==> config.mk <==
export PLATFORM = sky130hd
export DESIGN_NAME = arp_responder_with_cache_core
export DESIGN_NICKNAME = d
export VERILOG_FILES = /design/src/rtl/arpc_pkg.sv /design/src/rtl/arpc_cell.sv /design/src/rtl/arp_responder_with_cache_core.sv
export SDC_FILE = /design/constraint.sdc
export NUM_CORES = 2
export LEC_CHECK = 0
export BUFFER_PORTS_ARGS = -buffer_cell sky130_fd_sc_hd__buf_4
export CAP_MARGIN = 20
export CORE_AREA = 3 3 766 616
export CTS_BUF_LIST = sky130_fd_sc_hd__clkbuf_8
export CTS_CLUSTER_SIZE = 30
export DETAILED_ROUTE_END_ITERATION = 10
export DIE_AREA = 0 0 769 619
export MAX_ROUTING_LAYER = met4
export SYNTH_ARGS = -nofsm -noshare
export SYNTH_HDL_FRONTEND = slang
export SYNTH_SLANG_ARGS = --single-unit
==> constraint.sdc <==
create_clock -name clk -period 8.65 [get_ports clk]
set_input_delay 1.73 -clock clk [delete_from_list [all_inputs] [get_ports clk]]
set_output_delay 1.73 -clock clk [all_outputs]
set_load 0.02 [all_outputs]
==> src/rtl/arpc_pkg.sv <==
// shared types and constants for the arp responder with ip-to-mac cache
// no dependencies; imported by arpc_cell and arp_responder_with_cache_core
package arpc_pkg;

	localparam int TABLE_ENTRIES = 16;
	localparam int CFG_IDX_W     = 2;
	localparam int CFG_DATA_W    = 48;

	localparam logic [CFG_IDX_W-1:0] CFG_OWN_IP  = CFG_IDX_W'(0);
	localparam logic [CFG_IDX_W-1:0] CFG_OWN_MAC = CFG_IDX_W'(1);

	localparam logic [15:0] HW_ETHERNET = 16'h0001;
	localparam logic [15:0] PROTO_IPV4  = 16'h0800;
	localparam logic [15:0] OP_REQUEST  = 16'h0001;

	localparam logic [2:0] ST_REPLY     = 3'd0;
	localparam logic [2:0] ST_BAD_HW    = 3'd1;
	localparam logic [2:0] ST_BAD_PROTO = 3'd2;
	localparam logic [2:0] ST_NOT_US    = 3'd3;
	localparam logic [2:0] ST_NOT_REQ   = 3'd4;
	localparam logic [2:0] ST_LOOKUP    = 3'd5;

	typedef struct packed {
		logic        req_type;
		logic [15:0] hw_kind;
		logic [15:0] proto_kind;
		logic [15:0] arp_op;
		logic [31:0] sender_ip;
		logic [47:0] sender_mac;
		logic [31:0] tgt_ip;
		logic [31:0] query_ip;
	} in_t;

	typedef struct packed {
		logic [2:0]  status;
		logic        send_reply;
		logic [47:0] reply_sender_mac;
		logic [31:0] reply_sender_ip;
		logic [47:0] reply_target_mac;
		logic [31:0] reply_tgt_ip;
		logic [47:0] eth_dest_mac;
		logic        cache_learned;
		logic        table_full;
		logic        lookup_hit;
		logic [47:0] lookup_mac;
	} out_t;

	typedef enum logic [1:0] {
		TOK_NONE,
		TOK_LEARN,
		TOK_QUERY
	} tok_mode_t;

	// token walking down the cell row
	typedef struct packed {
		logic        vld;
		tok_mode_t   mode;
		logic [31:0] ip;
		logic [47:0] mac;
		logic        hit;
		logic [47:0] hit_mac;
	} tok_t;

endpackage

==> src/rtl/arpc_cell.sv <==
// one cache entry of the arp cache row; learns or answers the passing token
// depends on arpc_pkg
module arpc_cell (
	input  logic          clk,
	input  logic          arst_n,
	input  arpc_pkg::tok_t up_tok,
	output arpc_pkg::tok_t down_tok
);
	import arpc_pkg::*;

	logic        ent_vld_q;
	logic [31:0] ent_ip_q;
	logic [47:0] ent_mac_q;
	tok_t        tok_q;
	tok_t        tok_d;
	logic        match;
	logic        wr;

	assign match = ent_vld_q && (ent_ip_q == up_tok.ip);

	// valid entries always form a prefix, so the first free cell comes after any match
	always_comb begin
		tok_d = up_tok;
		wr    = 1'b0;
		if (up_tok.vld && !up_tok.hit) begin
			case (up_tok.mode)
				TOK_LEARN: begin
					if (match || !ent_vld_q) begin
						wr        = 1'b1;
						tok_d.hit = 1'b1;
					end
				end
				TOK_QUERY: begin
					if (match) begin
						tok_d.hit     = 1'b1;
						tok_d.hit_mac = ent_mac_q;
					end
				end
				default: begin
				end
			endcase
		end
	end

	always_ff @(posedge clk or negedge arst_n) begin
		if (!arst_n) begin
			ent_vld_q <= 1'b0;
			tok_q     <= '0;
		end else begin
			tok_q <= tok_d;
			if (wr) begin
				ent_vld_q <= 1'b1;
			end
		end
	end

	always_ff @(posedge clk) begin
		if (wr) begin
			ent_ip_q  <= up_tok.ip;
			ent_mac_q <= up_tok.mac;
		end
	end

	assign down_tok = tok_q;

`ifndef SYNTH
	a_vld_follows: assert property (@(posedge clk) disable iff (!arst_n)
		tok_q.vld |-> $past(up_tok.vld))
		else $error("token appeared without upstream token");
	a_entry_sticky: assert property (@(posedge clk) disable iff (!arst_n)
		$past(ent_vld_q) |-> ent_vld_q)
		else $error("cache entry lost its valid bit");
	a_hit_kept: assert property (@(posedge clk) disable iff (!arst_n)
		$past(up_tok.vld && up_tok.hit) |-> tok_q.hit)
		else $error("token hit flag dropped in cell");
`endif

endmodule

==> src/rtl/arp_responder_with_cache_core.sv <==
// arp responder with ip-to-mac cache: one token walks a row of TABLE_ENTRIES cells
// path: launch register, one register per cell, pending register, output register
// one item in flight; the next item is accepted once the result reaches the
//   output register, which a low out_ready can hold
// reset: arst_n clears control, cache valid bits and registers own_ip and own_mac
// depends on arpc_pkg and arpc_cell
module arp_responder_with_cache_core (
	input  logic                              clk,
	input  logic                              arst_n,
	input  logic                              in_valid,
	output logic                              in_ready,
	input  arpc_pkg::in_t                     in_data,
	output logic                              out_valid,
	input  logic                              out_ready,
	output arpc_pkg::out_t                    out_data,
	input  logic                              cfg_valid,
	output logic                              cfg_ready,
	input  logic [arpc_pkg::CFG_IDX_W-1:0]    cfg_index,
	input  logic [arpc_pkg::CFG_DATA_W-1:0]   cfg_data
);
	import arpc_pkg::*;

	typedef struct packed {
		logic hw_ok;
		logic for_us;
		logic is_req;
	} desc_t;

	logic [31:0] own_ip_q;
	logic [47:0] own_mac_q;
	logic        busy_q;
	tok_t        launch_q;
	desc_t       desc_q;
	out_t        pend_q;
	logic        pend_vld_q;
	out_t        out_q;
	logic        out_valid_q;
	out_t        res;
	tok_t        chain_tok [TABLE_ENTRIES+1];
	tok_t        chain_out;
	logic        in_xfer;
	logic        hw_ok;
	logic        proto_ok;

	assign cfg_ready = 1'b1;
	assign in_ready  = !busy_q;
	assign in_xfer   = in_valid && in_ready;
	assign hw_ok     = (in_data.hw_kind == HW_ETHERNET);
	assign proto_ok  = (in_data.proto_kind == PROTO_IPV4);

	always_ff @(posedge clk or negedge arst_n) begin
		if (!arst_n) begin
			own_ip_q  <= '0;
			own_mac_q <= '0;
		end else if (cfg_valid) begin
			case (cfg_index)
				CFG_OWN_IP:  own_ip_q  <= cfg_data[31:0];
				CFG_OWN_MAC: own_mac_q <= cfg_data[47:0];
				default: begin
				end
			endcase
		end
	end

	// launch register feeds the first cell
	always_ff @(posedge clk or negedge arst_n) begin
		if (!arst_n) begin
			launch_q <= '0;
		end else begin
			launch_q.vld <= in_xfer;
			if (in_xfer) begin
				launch_q.hit     <= 1'b0;
				launch_q.hit_mac <= '0;
				launch_q.mac     <= in_data.sender_mac;
				if (in_data.req_type) begin
					launch_q.mode <= TOK_QUERY;
					launch_q.ip   <= in_data.query_ip;
				end else begin
					launch_q.mode <= (hw_ok && proto_ok) ? TOK_LEARN : TOK_NONE;
					launch_q.ip   <= in_data.sender_ip;
				end
			end
		end
	end

	always_ff @(posedge clk) begin
		if (in_xfer) begin
			desc_q.hw_ok  <= hw_ok;
			desc_q.for_us <= (in_data.tgt_ip == own_ip_q);
			desc_q.is_req <= (in_data.arp_op == OP_REQUEST);
		end
	end

	assign chain_tok[0] = launch_q;

	for (genvar k = 0; k < TABLE_ENTRIES; k++) begin : g_cell
		arpc_cell u_cell (
			.clk      (clk),
			.arst_n   (arst_n),
			.up_tok   (chain_tok[k]),
			.down_tok (chain_tok[k+1])
		);
	end

	assign chain_out = chain_tok[TABLE_ENTRIES];

	// when a reply is sent, a stored or updated sender reads back as its own mac
	always_comb begin
		res = '0;
		case (chain_out.mode)
			TOK_QUERY: begin
				res.status     = ST_LOOKUP;
				res.lookup_hit = chain_out.hit;
				res.lookup_mac = chain_out.hit ? chain_out.hit_mac : '0;
			end
			TOK_LEARN: begin
				res.cache_learned = chain_out.hit;
				res.table_full    = !chain_out.hit;
				if (!desc_q.for_us) begin
					res.status = ST_NOT_US;
				end else if (!desc_q.is_req) begin
					res.status = ST_NOT_REQ;
				end else begin
					res.status           = ST_REPLY;
					res.send_reply       = 1'b1;
					res.reply_sender_mac = own_mac_q;
					res.reply_sender_ip  = own_ip_q;
					res.reply_target_mac = chain_out.mac;
					res.reply_tgt_ip     = chain_out.ip;
					res.eth_dest_mac     = chain_out.mac;
					res.lookup_hit       = chain_out.hit;
					res.lookup_mac       = chain_out.hit ? chain_out.mac : '0;
				end
			end
			default: begin
				res.status = desc_q.hw_ok ? ST_BAD_PROTO : ST_BAD_HW;
			end
		endcase
	end

	always_ff @(posedge clk or negedge arst_n) begin
		if (!arst_n) begin
			busy_q      <= 1'b0;
			pend_vld_q  <= 1'b0;
			out_valid_q <= 1'b0;
		end else begin
			if (in_xfer) begin
				busy_q <= 1'b1;
			end
			if (chain_out.vld) begin
				pend_vld_q <= 1'b1;
			end
			if (pend_vld_q && (!out_valid_q || out_ready)) begin
				out_valid_q <= 1'b1;
				pend_vld_q  <= 1'b0;
				busy_q      <= 1'b0;
			end else if (out_ready) begin
				out_valid_q <= 1'b0;
			end
		end
	end

	always_ff @(posedge clk) begin
		if (chain_out.vld) begin
			pend_q <= res;
		end
		if (pend_vld_q && (!out_valid_q || out_ready)) begin
			out_q <= pend_q;
		end
	end

	assign out_valid = out_valid_q;
	assign out_data  = out_q;

`ifndef SYNTH
	a_exit_busy: assert property (@(posedge clk) disable iff (!arst_n)
		chain_out.vld |-> busy_q && !pend_vld_q)
		else $error("token left the cell row while not busy or result pending");
	a_launch: assert property (@(posedge clk) disable iff (!arst_n)
		in_xfer |=> launch_q.vld && busy_q)
		else $error("accepted item was not launched");
	a_pend_busy: assert property (@(posedge clk) disable iff (!arst_n)
		pend_vld_q |-> busy_q && !launch_q.vld)
		else $error("pending result without busy item");
`endif

endmodule
# [After elaboration in Yosys (flattened, before gate mapping)]
# Index checks and enable logic that the tools add are counted.
[word_totals] inputBits=248 ff_bits=4007 output_inout_bits=266 wordCells=469
[classes] n_reduce_logical=93 muxes=145 n_eq_ne=55
[ops] operator="$mux 49" n=34
[ops] operator="$mux 48" n=18
[ops] operator="$eq 32x32->1" n=17
[ops] operator="$mux 209" n=1
[ops] operator="$pmux 49 s2" n=1
[ops] operator="$mux 1" n=70
[ops] operator="$eq 2x1->1 const B" n=18
[ops] operator="$eq 2x2->1 const B" n=17
[ops] operator="$logic_and 1x1->1" n=34
[ops] operator="$logic_not 1->1" n=34
[ops] operator="$mux 34" n=1
[ops] operator="$eq 16x1->1 const B" n=2
[ops] operator="$pmux 1 s2" n=16
[ops] operator="$logic_or 1x1->1" n=17
[ops] operator="$eq 16x12->1 const B" n=1
[ops] operator="$mux 3" n=2
[ops] operator="$pmux 3 s2" n=1
[ops] operator="$reduce_and 2->1" n=3
[ops] operator="$reduce_bool 2->1" n=3
[ops] operator="$reduce_and 3->1" n=1
[ops] operator="$logic_not 2->1" n=1
[ops] operator="$mux 2" n=1

# [Depth between registers and ports, before layout]
[depth] depth_word=6 depth_mapped=8 depth_no_buf=6

# [Hierarchy]
# From an unflattened synthesis, not the netlist that was laid out.
[hier_totals] cells_unflattened=6548 area_unflattened_um2=130327.5
[by_module_without_submodules] mod="arpc_cell" seq_area_each_um2=5730.5 area_each_um2=6771.5 cells_per_inst=323 n_inst=16
[by_module_without_submodules] mod="arp_responder_with_cache_core" seq_area_each_um2=17156.5 area_each_um2=21983.6 cells_per_inst=1380 n_inst=1

# [Least setup slack after synthesis]
# No wires, ideal clock.
[synth_path] path_type="input -> register" from="input port out_ready" to="register out_q, in the netlist out_data[0] (enable)" t_arrival_ns=6.046 path_slack_ns=2.036 setup_ns=0.568 cell_stages=3 t_required_ns=8.082 n_path_buf=0 path_cell_list="nand2b_1 nand2_1 inv_1"
[synth_via] elab_chain_cells=2
[synth_rtl] element="start: declaration" line_no="arp_responder_with_cache_core.sv:14" rtl="input logic out_ready,"
[synth_rtl] element="$logic_or 1x1->1" line_no="arp_responder_with_cache_core.sv:167" rtl="if (pend_vld_q && (!out_valid_q || out_ready)) begin"
[synth_rtl] element="$logic_and 1x1->1" line_no="arp_responder_with_cache_core.sv:167"
[synth_rtl] element="end signal: assignment" line_no="arp_responder_with_cache_core.sv:168" rtl="out_q <= pend_q;"
[synth_rtl] element="end: declaration" line_no="arp_responder_with_cache_core.sv:36" rtl="out_t out_q;"
# Every way passes these cells.
# A chain may end at the register's enable or synchronous reset.

# [Final worst setup path]
[layout_path] from="register g_cell[13].u_cell.tok_q, in the netlist g_cell[13].u_cell.down_tok[119]" to="register g_cell[14].u_cell.ent_mac_q[23] (enable)"
[layout_via] elab_chain_cells=6
[layout_rtl] element="start: declaration" line_no="arpc_cell.sv:14" rtl="tok_t tok_q;"
[layout_rtl] element="start signal: assignment" line_no="arpc_cell.sv:50" rtl="tok_q <= tok_d;"
[layout_rtl] element="$eq 32x32->1" line_no="arpc_cell.sv:19" rtl="assign match = ent_vld_q && (ent_ip_q == up_tok.ip);"
[layout_rtl] element="$logic_and 1x1->1" line_no="arpc_cell.sv:19"
[layout_rtl] element="$logic_or 1x1->1" line_no="arpc_cell.sv:28" rtl="if (match || !ent_vld_q) begin"
[layout_rtl] element="$mux 1" line_no="arpc_cell.sv:28"
[layout_rtl] element="$mux 1" line_no="arpc_cell.sv:26" rtl="case (up_tok.mode)"
[layout_rtl] element="$mux 1" line_no="arpc_cell.sv:25" rtl="if (up_tok.vld && !up_tok.hit) begin"
[layout_rtl] element="named net g_cell[14].u_cell.wr" line_no="arpc_cell.sv:17" rtl="logic wr;"
[layout_rtl] element="end signal: assignment" line_no="arpc_cell.sv:60" rtl="ent_mac_q <= up_tok.mac;"
[layout_rtl] element="end: declaration" line_no="arpc_cell.sv:13" rtl="logic [47:0] ent_mac_q;"
# The timed path passes the listed nets, and every way through them passes these cells.

==> metrics.txt <==
# TYPE chip_impl_metric gauge
chip_impl_metric{name="placementRows",unit=""} 224
chip_impl_metric{name="crit_path_max_fanout",unit=""} 48
chip_impl_info{name="type_of_the_setup_path_with_the_least_slack",value="register to register"} 1
chip_impl_metric{name="detailedRoute.firstPassIterationCount",unit=""} 5
chip_impl_metric{name="slew_viol_final",unit=""} 0
chip_impl_metric{name="peakVddDrop",unit="mV"} 0.1256
chip_impl_info{name="root_buffer",value="sky130_fd_sc_hd__clkbuf_8"} 1
chip_impl_metric{name="totalNegativeSetupSlack",unit="ns"} 0
chip_impl_metric{name="postCtsHoldBufs",unit=""} 0
chip_impl_metric{name="synth_cells",unit=""} 6543
chip_impl_metric{name="worst_skew_pair.late_latency",unit="ns"} 1.04
chip_impl_metric{name="power-per-cell-area",unit="nW/um^2"} 293.9
chip_impl_metric{name="tightestPinTransition",unit="ns"} 1.116
chip_impl_metric{name="post_route_skew",unit="ns"} 0.07411
chip_impl_info{name="cp-start-kind",value="register"} 1
chip_impl_metric{name="clk_path_buf_depth",unit=""} 4
chip_impl_metric{name="rd_place_congestion",unit=""} 0.8085
chip_impl_metric{name="synth.cell_area",unit="sq um"} 129900
chip_impl_info{name="rsz0062_at_grt",value="false"} 1
chip_impl_metric{name="power.leakage",unit="uW"} 0.06326
chip_impl_metric{name="number_of_synthesized_flops_with_an_enable_pin",unit=""} 1713
chip_impl_metric{name="max_freq",unit="GHz"} 0.2674
chip_impl_metric{name="post-synth-top-area-fraction",unit=""} 0.4419
chip_impl_metric{name="drv_cap",unit=""} 0
chip_impl_info{name="hold_path.class",value="register to register"} 1
chip_impl_metric{name="postSynthRegisterBits",unit=""} 4007
chip_impl_metric{name="cts-resized-gates",unit=""} 0
chip_impl_metric{name="clk_transition_reported_paths",unit="ns"} 0.06
chip_impl_metric{name="number_of_hold_violations_in_the_final_report",unit=""} 0
chip_impl_metric{name="area_delta_synth_final",unit="%"} 17.49
chip_impl_info{name="outcome",value="finished, final reports clean"} 1
chip_impl_metric{name="async_reset_ff_frac",unit=""} 0.5725
chip_impl_metric{name="die_w",unit="um"} 769
chip_impl_metric{name="dp.final_hpwl",unit="um"} 154300
chip_impl_metric{name="initial_antenna_violation_count",unit=""} 20
chip_impl_metric{name="die_area",unit="sq um"} 476000
chip_impl_metric{name="die-height",unit="um"} 619
chip_impl_metric{name="final_layout_size_suffix_gt1_frac",unit=""} 0.2392
chip_impl_metric{name="synth_compound_area_frac",unit=""} 0.005702
chip_impl_metric{name="numPortBuffers",unit=""} 512
chip_impl_metric{name="synth_cell_type_count",unit=""} 39
chip_impl_metric{name="overflow",unit=""} 0
chip_impl_metric{name="multiplexer_area_fraction_after_synthesis",unit=""} 0.07190
chip_impl_metric{name="routed-via-count",unit=""} 54253
chip_impl_metric{name="finalCritPeriodShare",unit=""} 0.4323
chip_impl_metric{name="overall_track_demand_over_capacity_in_global_routing",unit=""} 0.1006
chip_impl_metric{name="synth_simple_gate_area_share",unit=""} 0.03226
chip_impl_metric{name="min_clock_period_post_route",unit="ns"} 3.740
chip_impl_metric{name="nNetsFinal",unit=""} 7804
chip_impl_info{name="cts_tree",value="built"} 1
chip_impl_metric{name="mappedNetlistNets",unit=""} 6825
chip_impl_metric{name="cts.sinks",unit=""} 4007
chip_impl_metric{name="cts-buffers-inserted",unit=""} 580
chip_impl_metric{name="fp.coreArea",unit="sq um"} 464700
chip_impl_metric{name="synthesis.yosys.warnings",unit=""} 0
chip_impl_info{name="postSynth.topFlopCell",value="sky130_fd_sc_hd__dfrtp_1"} 1
chip_impl_metric{name="cts-htree-levels",unit=""} 6
chip_impl_metric{name="yosys.area_share.xor_xnor",unit=""} 0.03668
chip_impl_metric{name="drtAntennaViolNets",unit=""} 0
chip_impl_metric{name="grt_max_degree",unit=""} 202
chip_impl_info{name="synth_top_family_by_area",value="multiplexers"} 1
chip_impl_metric{name="route.detailed.wl_per_inst",unit="um"} 16.46
chip_impl_metric{name="route.detailed.vias_per_inst",unit=""} 3.812
chip_impl_metric{name="cp.required",unit="ns"} 9.29
chip_impl_metric{name="synth_sequential_area_ratio",unit=""} 0.8379
chip_impl_metric{name="final_routed_wirelength_across_all_metal_layers",unit="um"} 234200
chip_impl_info{name="crit_path_end_kind",value="register"} 1
chip_impl_metric{name="final-setup-viol-count",unit=""} 0
chip_impl_metric{name="post_cts.repair.setup_buffers",unit=""} 0
chip_impl_metric{name="syn_area_per_cell",unit="sq um"} 19.85
chip_impl_metric{name="slew_headroom",unit=""} 0.2557
chip_impl_metric{name="cp.arrival",unit="ns"} 4.38
chip_impl_metric{name="grt_pass1_wl",unit="um"} 369700
chip_impl_metric{name="adder_cell_share_of_the_synthesized_area",unit=""} 0.003275
chip_impl_metric{name="report.power.total",unit="uW"} 44860
chip_impl_info{name="mostFrequentLayoutCell",value="sky130_fd_sc_hd__dfrtp_1"} 1
chip_impl_metric{name="initial_utilization",unit=""} 0.2796
chip_impl_info{name="most_frequent_cells_in_the_layout",value="sky130_fd_sc_hd__dfrtp_1, sky130_fd_sc_hd__edfxtp_1, sky130_fd_sc_hd__clkbuf_8"} 1
chip_impl_metric{name="drcViolationCount",unit=""} 0
chip_impl_metric{name="drt_first_iter_violations",unit=""} 3086
chip_impl_metric{name="first_global_vias",unit=""} 59816
chip_impl_metric{name="top_level_ports",unit=""} 514
chip_impl_info{name="synthDominantAreaCellType",value="sky130_fd_sc_hd__dfrtp_1"} 1
chip_impl_info{name="yosys-top-cells-area",value="sky130_fd_sc_hd__dfrtp_1, sky130_fd_sc_hd__edfxtp_1, sky130_fd_sc_hd__mux2_2, sky130_fd_sc_hd__xor2_1, sky130_fd_sc_hd__mux2_1"} 1
==> routing by layer <==
layer	vias to the layer above	global-route usage	routed length, um
li1	25138	-	-
met1	27374	0.1476	118300
met2	1259	0.1357	96040
met3	482	0.02329	12550
met4	0	0.03523	7341
met5	-	-	0
==> cell type report <==
class | instances | area [sq um]
fill | 44108 | 312100
sequential | 4007 | 108800
multi-input combinational | 2310 | 19740
clock buffer | 682 | 9387
tap | 6215 | 7776
timing repair buffer | 584 | 4557
clock inverter | 385 | 2131
inverter | 39 | 156.4
antenna | 12 | 30.03
==> sequential cells by signal, indices dropped and copies added, names as in the netlist, 3 cells and up <==
signal                   count
chain_tok                   83
desc_q                       3
g_cell.u_cell.down_tok    2112
g_cell.u_cell.ent_ip_q     512
g_cell.u_cell.ent_mac_q    768
g_cell.u_cell.ent_vld_q     16
out_data                   215
own_ip_q                    32
own_mac_q                   48
pend_q                     215
==> cell families after synthesis <==
logic type      count (synthesis)
flops                        4007
other cells                     1
fa+ha+maj                      34
simple gates                  766
buf+inv                       226
compound gates                132
xor+xnor                      544
mux                           833
==> power breakdown <==
group	switching, uW	total (uW)	internal, uW
logic	1750	2990	1240
registers	2900	27300	24400
clock network	6950	14600	7650
total	11600	44900	33300
==> cell usage after synthesis, types with 2 or more instances <==
| library cell | count |
|---|---|
| sky130_fd_sc_hd__and2_1 | 209 |
| sky130_fd_sc_hd__nor4_1 | 137 |
| sky130_fd_sc_hd__ha_1 | 34 |
| sky130_fd_sc_hd__nand3_1 | 16 |
| sky130_fd_sc_hd__nor4_2 | 15 |
| sky130_fd_sc_hd__inv_1 | 38 |
| sky130_fd_sc_hd__and4_1 | 3 |
| sky130_fd_sc_hd__clkbuf_1 | 57 |
| sky130_fd_sc_hd__o21ai_0 | 2 |
| sky130_fd_sc_hd__buf_8 | 30 |
| sky130_fd_sc_hd__buf_6 | 15 |
| sky130_fd_sc_hd__a21oi_1 | 98 |
| sky130_fd_sc_hd__buf_4 | 79 |
| sky130_fd_sc_hd__xnor2_1 | 32 |
| sky130_fd_sc_hd__nand2_1 | 194 |
| sky130_fd_sc_hd__edfxtp_1 | 1713 |
| sky130_fd_sc_hd__nand4_1 | 26 |
| sky130_fd_sc_hd__and3_1 | 2 |
| sky130_fd_sc_hd__nor4b_1 | 3 |
| sky130_fd_sc_hd__o31ai_1 | 15 |
| sky130_fd_sc_hd__dfrtp_1 | 2294 |
| sky130_fd_sc_hd__a21o_1 | 15 |
| sky130_fd_sc_hd__nand2b_1 | 19 |
| sky130_fd_sc_hd__nor2b_1 | 32 |
| sky130_fd_sc_hd__mux2_2 | 501 |
| sky130_fd_sc_hd__nor2_1 | 90 |
| sky130_fd_sc_hd__nor3b_1 | 16 |
| sky130_fd_sc_hd__xor2_1 | 512 |
| sky130_fd_sc_hd__mux2_1 | 300 |
| sky130_fd_sc_hd__buf_1 | 5 |
| sky130_fd_sc_hd__mux2i_1 | 32 |
| sky130_fd_sc_hd__nor3_1 | 2 |
==> per-stage QoR <==
step / setup slack (ns) / instances / cell area (sq um) / utilization / hold slack [ns]
after detailed placement: 4.739 / 13152 / 141000 / 0.3034 / 0.3582
after floorplan: 2.036 / 6543 / 129900 / - / 0.3494
after global placement: 4.790 / 13152 / 141000 / 0.3034 / 0.3540
final: 4.910 / 14234 / 152600 / 0.3284 / 0.3303
after global routing: 4.651 / 14231 / 152600 / 0.3284 / 0.3363
after CTS: 4.835 / 14219 / 152500 / 0.3282 / 0.3351
==> worst paths after layout <==
kind | depth (start not counted) | slack [ns] | to | start
worst max-delay path | 6 | 4.91 | g_cell[14].u_cell.ent_mac_q[23] | g_cell[13].u_cell.down_tok[119]
worst min-delay path | 0 | 0.33 | g_cell[8].u_cell.down_tok[93] | g_cell[7].u_cell.down_tok[93]
worst max register to register | 6 | 4.91 | g_cell[14].u_cell.ent_mac_q[23] | g_cell[13].u_cell.down_tok[119]
worst min register to register | 0 | 0.33 | g_cell[8].u_cell.down_tok[93] | g_cell[7].u_cell.down_tok[93]
max in group asynchronous | 3 | 5.86 | chain_tok[2228] | arst_n
min in group asynchronous | 1 | 0.64 | g_cell[12].u_cell.down_tok[28] | arst_n
==> critical path, stage by stage, from the launching register on <==
cell and delay, ns:
sky130_fd_sc_hd__dfrtp_1 0.42, sky130_fd_sc_hd__xor2_1 0.17, sky130_fd_sc_hd__nor4_1 0.37, sky130_fd_sc_hd__nand4_1 0.33, sky130_fd_sc_hd__o31ai_1 0.40, sky130_fd_sc_hd__nor2b_4 0.86
sky130_fd_sc_hd__buf_4 0.72
Note: power is estimated with default switching activity, not from simulation.
